<file path="config.mk">
export PLATFORM = sky130hd
export DESIGN_NAME = pip_datapath
export DESIGN_NICKNAME = d
export VERILOG_FILES = /design/src/hw/rtl/pip_pkg.sv /design/src/hw/rtl/pip_datapath.sv
export SDC_FILE = /design/constraint.sdc
export NUM_CORES = 2
export LEC_CHECK = 0
export ABC_AREA = 1
export BUFFER_PORTS_ARGS = -buffer_cell sky130_fd_sc_hd__buf_4
export CORE_ASPECT_RATIO = 0.9
export CORE_MARGIN = 3
export CORE_UTILIZATION = 40
export CTS_BUF_LIST = sky130_fd_sc_hd__clkbuf_16
export DETAILED_ROUTE_END_ITERATION = 7
export SLEW_MARGIN = 10
export SYNTH_ARGS = -nofsm -noshare
export SYNTH_HDL_FRONTEND = slang
export SYNTH_SLANG_ARGS = --single-unit
export TNS_END_PERCENT = 50
</file>
<file path="constraint.sdc">
create_clock -name clk -period 16.6 [get_ports clk]
set_input_delay 0.83 -clock clk [delete_from_list [all_inputs] [get_ports clk]]
set_output_delay 0.83 -clock clk [all_outputs]
set_load 0.03 [all_outputs]
</file>
<file path="src/hw/rtl/pip_pkg.sv">
package pip_pkg;

  localparam int MAX_VERTICES = 64;
  localparam int COORD_WIDTH  = 16;

  localparam int IDX_W   = $clog2(MAX_VERTICES);
  localparam int NUM_W   = $clog2(MAX_VERTICES + 1);
  localparam int VIDX_W  = 6;
  localparam int CNT_W   = 7;
  localparam int DIFF_W  = COORD_WIDTH + 1;
  localparam int PROD_W  = 2 * DIFF_W;

  localparam logic OP_WRITE = 1'b0;
  localparam logic OP_QUERY = 1'b1;

  typedef enum logic [1:0] {
    ST_IDLE,
    ST_RUN,
    ST_DRAIN
  } state_t;

  typedef struct packed {
    logic             wr_en;
    logic             load_point;
    logic             clr_count;
    logic             rd_en;
    logic             rd_first;
    logic [IDX_W-1:0] rd_addr;
  } cmd_t;

  typedef struct packed {
    logic pipe_busy;
  } stat_t;

endpackage

</file>
<file path="src/hw/rtl/pip_datapath.sv">
module pip_datapath (
  input  logic                                   clk,
  input  logic                                   rst,
  input  pip_pkg::cmd_t                          cmd,
  input  logic [pip_pkg::VIDX_W-1:0]             vertex_index,
  input  logic signed [pip_pkg::COORD_WIDTH-1:0] point_x,
  input  logic signed [pip_pkg::COORD_WIDTH-1:0] point_y,
  output pip_pkg::stat_t                         stat,
  output logic [pip_pkg::NUM_W-1:0]              count
);
  import pip_pkg::*;

  logic [2*COORD_WIDTH-1:0] mem [MAX_VERTICES];
  logic [2*COORD_WIDTH-1:0] rd_data;
  logic                     rd_vld, rd_first;

  logic signed [COORD_WIDTH-1:0] px, py;
  logic signed [COORD_WIDTH-1:0] prev_x, prev_y;
  logic signed [COORD_WIDTH-1:0] cur_x, cur_y;
  logic signed [COORD_WIDTH-1:0] lo_x, lo_y, hi_x, hi_y;
  logic                          between;

  logic signed [DIFF_W-1:0] ea, eb, ec, ed;
  logic                     e_vld;
  logic signed [PROD_W-1:0] p1, p2;
  logic                     p_vld;

  // Vertex store: x in the upper half, y in the lower half.
  always_ff @(posedge clk) begin
    if (cmd.wr_en) begin
      mem[IDX_W'(vertex_index)] <= {point_x, point_y};
    end
    if (cmd.rd_en) begin
      rd_data <= mem[cmd.rd_addr];
    end
  end

  assign cur_x = rd_data[2*COORD_WIDTH-1:COORD_WIDTH];
  assign cur_y = rd_data[COORD_WIDTH-1:0];

  // Order the edge ends by x; a vertical edge fails the strict between test.
  always_comb begin
    if (cur_x < prev_x) begin
      lo_x = cur_x;  lo_y = cur_y;  hi_x = prev_x; hi_y = prev_y;
    end else begin
      lo_x = prev_x; lo_y = prev_y; hi_x = cur_x;  hi_y = cur_y;
    end
    between = (lo_x < px) && (px < hi_x);
  end

  always_ff @(posedge clk) begin
    if (rst) begin
      rd_vld   <= 1'b0;
      rd_first <= 1'b0;
      e_vld    <= 1'b0;
      p_vld    <= 1'b0;
      count    <= '0;
    end else begin
      rd_vld   <= cmd.rd_en;
      rd_first <= cmd.rd_first;
      e_vld    <= rd_vld && !rd_first && between;
      p_vld    <= e_vld;
      if (cmd.clr_count) begin
        count <= '0;
      end else if (p_vld && (p1 < p2)) begin
        count <= count + 1'b1;
      end
    end
  end

  always_ff @(posedge clk) begin
    if (cmd.load_point) begin
      px <= point_x;
      py <= point_y;
    end
    if (rd_vld) begin
      prev_x <= cur_x;
      prev_y <= cur_y;
    end
    // Line above the point: (py - y1) * dx < dy * (px - x1), with dx > 0.
    ea <= DIFF_W'(py) - DIFF_W'(lo_y);
    eb <= DIFF_W'(hi_x) - DIFF_W'(lo_x);
    ec <= DIFF_W'(hi_y) - DIFF_W'(lo_y);
    ed <= DIFF_W'(px) - DIFF_W'(lo_x);
    p1 <= ea * eb;
    p2 <= ec * ed;
  end

  assign stat.pipe_busy = rd_vld || e_vld || p_vld;

endmodule

</file>
# Word level (Yosys, flattened, before mapping)
# Memory sizes are Yosys's and may differ from the RTL's. A register that Yosys moved wholly into a read port is not among the register bits.
# Cells that the tools add are included.
[word_totals]
regBits = 211
ram_bits = 2048
inputBits = 51
elab_cells = 41
mem_count = 1
[mem_list]
columns = ["name", "words", "word_bits", "read_ports", "rd_clocked_by_memory_dff", "wr", "line", "rtl"]
rows = [
  ["mem", 64, 32, 1, 1, 1, "pip_datapath.sv:13", "logic [2*COORD_WIDTH-1:0] mem [MAX_VERTICES];"],
]
[op_classes]
add_sub_neg = 5
multipliers = 2
n_lt_le_gt_ge = 4
n_mux = 6
n_reduce_logical = 8
[ops]
columns = ["cell", "count"]
rows = [
  ["multiplier 17 x 17 -> 34 bit", 2],
  ["subtractor 16 x 16 -> 17 bit", 4],
  ["2-to-1 mux 16 bit", 4],
  ["< comparator 16 bit", 3],
  ["< comparator 34 bit", 1],
  ["adder 7 x 1 -> 7 bit (second input constant)", 1],
  ["logical AND 1 bit", 4],
  ["logical OR 1 bit", 2],
  ["2-to-1 mux 1 bit", 2],
  ["OR reduction 2 bit", 1],
  ["logical NOT 1 bit", 1],
]

# Depth between registers and ports, before layout
[logic_depth]
word_depth = 5
mapped_depth = 32
depth_no_buf = 30

# Least setup slack after synthesis
# Ideal clock, no wire load.
[synth_timing]
kind = "register to register"
startpoint = "register ea[16]"
endpoint = "register p1[32]"
setup_time_ns = 0.121
t_arrival_ns = 5.717
t_required_ns = 16.479
path_slack_ns = 10.762
path_stages_with_launch = 24
path_buffers = 2
cell_sequence = "dfxtp_1 > clkbuf_1 > clkbuf_1 > nand2_1 > inv_1 > fa_1 > fa_1 > fa_1 > fa_1 > fa_1 > inv_1 > fa_1 > inv_1 > ha_1 > nand2_1 > nor2_1 > nand4_1 > nor4_1 > nand2_1 > o211ai_1 > a21oi_1 > nor2_1 > nor2_1 > xor2_1"
[synth_between]
elab_chain_len = 1
[synth_rtl]
columns = ["item", "line", "rtl"]
rows = [
  ["start: declaration", "pip_datapath.sv:23", "logic signed [DIFF_W-1:0] ea, eb, ec, ed;"],
  ["start signal: assignment", "pip_datapath.sv:81", "ea <= DIFF_W'(py) - DIFF_W'(lo_y);"],
  ["multiplier 17 x 17 -> 34 bit", "pip_datapath.sv:85", "p1 <= ea * eb;"],
  ["end signal: assignment", "pip_datapath.sv:85", ""],
  ["end: declaration", "pip_datapath.sv:25", "logic signed [PROD_W-1:0] p1, p2;"],
]
# No other way between the ends.
# A chain may end at the register's enable or synchronous reset.

# Final worst setup path
[layout_timing]
startpoint = "register eb[2]"
endpoint = "register p1[32]"
[layout_between]
elab_chain_len = 1
[layout_rtl]
columns = ["item", "line", "rtl"]
rows = [
  ["start: declaration", "pip_datapath.sv:23", ""],
  ["start signal: assignment", "pip_datapath.sv:82", "eb <= DIFF_W'(hi_x) - DIFF_W'(lo_x);"],
  ["multiplier 17 x 17 -> 34 bit", "pip_datapath.sv:85", ""],
]
# No other way between the ends.

==> flow_summary.ini <==
[critical_path]
worstPathCellList = nand2_1 -> inv_1 -> fa_1 -> fa_1 -> fa_1 -> fa_1 -> fa_1 -> inv_1 -> fa_1 -> inv_1 -> ha_1 -> nand2_1 -> nor2_1 -> nand4_1 -> nor4_1 -> nand2_1 -> o211ai_1 -> a21oi_1 -> nor2_1 -> nor2_1 -> xor2_1
critical-path-top-delay-family = adder cells
critical_path_class = register to register
cp_max_fo = 17
cpMostUsedCell = fa_1
crit_slowest_cell = dfxtp_1
crit_buf_inv = 3
cpPeakStageDelay_ps = 910
crit_required_ps = 17310
ff2ff_setup_slack_ps = 10120
end_kind = register
start_kind = register
cp.arrival_ps = 7190

[synthesis]
syn-num-nets = 10864
synth-seq-cells = 2291
ys_types = 50
ys_warn_count = 0
yosys_most_used_dff = edfxtp_1
synth.cell_area_mm2 = 0.113
syn_avg_cell_area_um2 = 11.4
synth_enable_flop_cells = 2144
async_flop_share = 0
ys_seq_area_frac = 0.595
syn-instance-count = 9950

[clock_tree]
htree_levels = 4
cts_tree = built
cts_buffers = 230
cts-resized-gates = 0
cts_buffer_depth = 4
postCtsSetupBuffers = 0
hold_buffers = 0
clock_sinks = 2291
clock_latency_ps = 920
path_clk_slew_ps = 60
cts_root_buf = clkbuf_16

[drt]
avgRoutedWirePerCell_um = 24.1
via_count = 75815
via_per_inst = 5.54
drt_first_pass_iters = 6
wl_met2_um = 150000
routed_wl_um = 330000
drt-met1-wl_um = 142000
ant_nets = 0
highest_layer = met5
met3_length_um = 27300
drc = 0
drt_iter0_drc = 8658

[grt]
grt_start_max_net_pins = 217
grt_pass1_vias = 74410
grtUsageTotal = 0.223
antenna_found_initial = 26
grt_overflow = 0
grt_pass1_wl_um = 490000

[placement]
port_buffers = 58
finalWeightedCongestion = 0.874
dp_cells = 13271
hpwl_um = 197000

[status]
outcome = finished clean

[timing]
whs_ps = 207
max_slew_margin = 0.238
finalCritPeriodShare = 0.390
skew_ps = 117
worst_pin_slew_ps = 1140
rsz0062_at_grt = no
hold_viol_final = 0
min_period_ps = 6480
setup_tns_ps = 0
max_freq_mhz = 154
finalMaxSlewViolations = 0
finalSetupViolCount = 0

[die]
die_h_um = 511
rows = 184
design.die.area_mm2 = 0.289
initial_core_util = 0.404
ios = 59
die_width_um = 567
coreArea_mm2 = 0.280

[final_layout]
areaGrowthSynthToFinish_pct = 10.1
fin_cells = 13688
drive_gt1_frac = 0.0630
nets = 10697
fill_cells = 25705

[hold_path]
hold_class = input port to register

[run]
max-cap-violations = 0
state kept, by name (all words and copies together), names as in the netlist, 16 cells and up:
register,cells
mem,2048
p1,34
p2,34
rd_data,32
ea,17
eb,17
ec,17
ed,17
prev_x,16
prev_y,16
px,16
py,16
metal layers:
layer	GRT usage	vias to the layer above
met5	0	-
met4	0.0684	16
met3	0.0345	552
met2	0.351	3207
met1	0.319	38255
li1	-	33785
layout by cell type (no fill, tap or decap), types with 17 or more instances in the layout:
cell type | synthesis | layout
a21oi_1 | 133 | 133
buf_4 | 2 | 184
clkbuf_16 | 0 | 231
clkinv_1 | 3 | 49
clkinv_2 | 0 | 45
dfxtp_1 | 147 | 146
edfxtp_1 | 2144 | 2144
fa_1 | 594 | 594
ha_1 | 269 | 269
inv_1 | 1143 | 1185
nand2_1 | 921 | 921
nand3_1 | 66 | 66
nand4_1 | 33 | 33
nor2_1 | 1532 | 1476
nor2_4 | 0 | 56
o21ai_0 | 1382 | 1382
o21ai_1 | 33 | 33
o22ai_1 | 641 | 641
o32ai_1 | 30 | 30
or2_2 | 17 | 17
xnor2_1 | 46 | 46
xor2_1 | 90 | 90
kinds of logic after synthesis:
| group | synth area share |
|---|---|
| flops | 0.595 |
| buf+inv | 0.0584 |
| xor+xnor | 0.0105 |
| compound gates | 0.111 |
| simple gates | 0.0900 |
| fa+ha+maj | 0.135 |
synth_stat cells (2+ instances only):
cell type	number	area share
a211oi_1	5	0.00033
a21boi_0	5	0.00033
a21o_1	9	0.00060
a21oi_1	133	0.0059
a221oi_1	2	0.00015
a31oi_1	15	0.00083
buf_1	18	0.00060
buf_2	10	0.00044
buf_4	2	0.00013
buf_6	5	0.00050
clkbuf_1	557	0.018
clkinv_1	3	0.000099
dfxtp_1	147	0.026
edfxtp_1	2144	0.57
fa_1	594	0.11
ha_1	269	0.030
inv_1	1143	0.038
inv_2	3	0.000099
nand2_1	921	0.031
nand2_2	11	0.00061
nand3_1	66	0.0029
nand3_2	5	0.00044
nand3b_1	4	0.00027
nand4_1	33	0.0018
nor2_1	1532	0.051
nor3_1	14	0.00062
nor4_1	14	0.00077
o2111ai_1	3	0.00023
o211ai_1	8	0.00053
o21a_1	5	0.00033
o21ai_0	1382	0.061
o21ai_1	33	0.0015
o21ai_2	11	0.00085
o21bai_1	5	0.00033
o221ai_1	3	0.00023
o22ai_1	641	0.035
o31ai_1	3	0.00020
o32ai_1	30	0.0023
or2_2	17	0.00094
xnor2_1	46	0.0036
xor2_1	90	0.0070
layout make-up:
| class | instances | area (µm²) | share of cell area |
|---|---|---|---|
| antenna | 9 | 22.5 | 0.000181 |
| clock buffer | 231 | 5780 | 0.0464 |
| clock inverter | 177 | 1210 | 0.00968 |
| inverter | 1149 | 4340 | 0.0348 |
| multi-input combinational | 5917 | 39700 | 0.319 |
| sequential | 2291 | 67300 | 0.540 |
| tap | 3720 | 4650 | 0.0374 |
| timing repair buffer | 194 | 1560 | 0.0125 |
worst reg2reg max path, cell delays in order (launching register included):
cell and delay, ps:
dfxtp_1 910, nand2_1 210, inv_1 180, fa_1 540, fa_1 890, fa_1 530, fa_1 520, fa_1 500
inv_1 50, fa_1 470, inv_1 40, ha_1 330, nand2_1 90, nor2_1 150, nand4_1 130, nor4_1 190
nand2_1 90, o211ai_1 160, a21oi_1 110, nor2_1 110, nor2_1 60, xor2_1 140
through the flow:
stage	instance area (µm²)	setup WS (ps)	util
floorplan	113000	10760	-
global placement	118000	10130	0.419
detailed placement	118000	10170	0.419
CTS	125000	10190	0.444
global route	125000	9750	0.444
finish	125000	10120	0.444
final timing paths:
path / start / to / depth (start not counted)
setup / recovery: eb[2] / p1[32] / 21
hold / removal: rst / rd_vld / 2
setup reg to reg: eb[2] / p1[32] / 21
hold reg to reg: e_vld / p_vld / 2
Power is left out: the tool's default activity adds up to more than one toggle a clock period on the data nets, which glitch-free logic cannot reach.
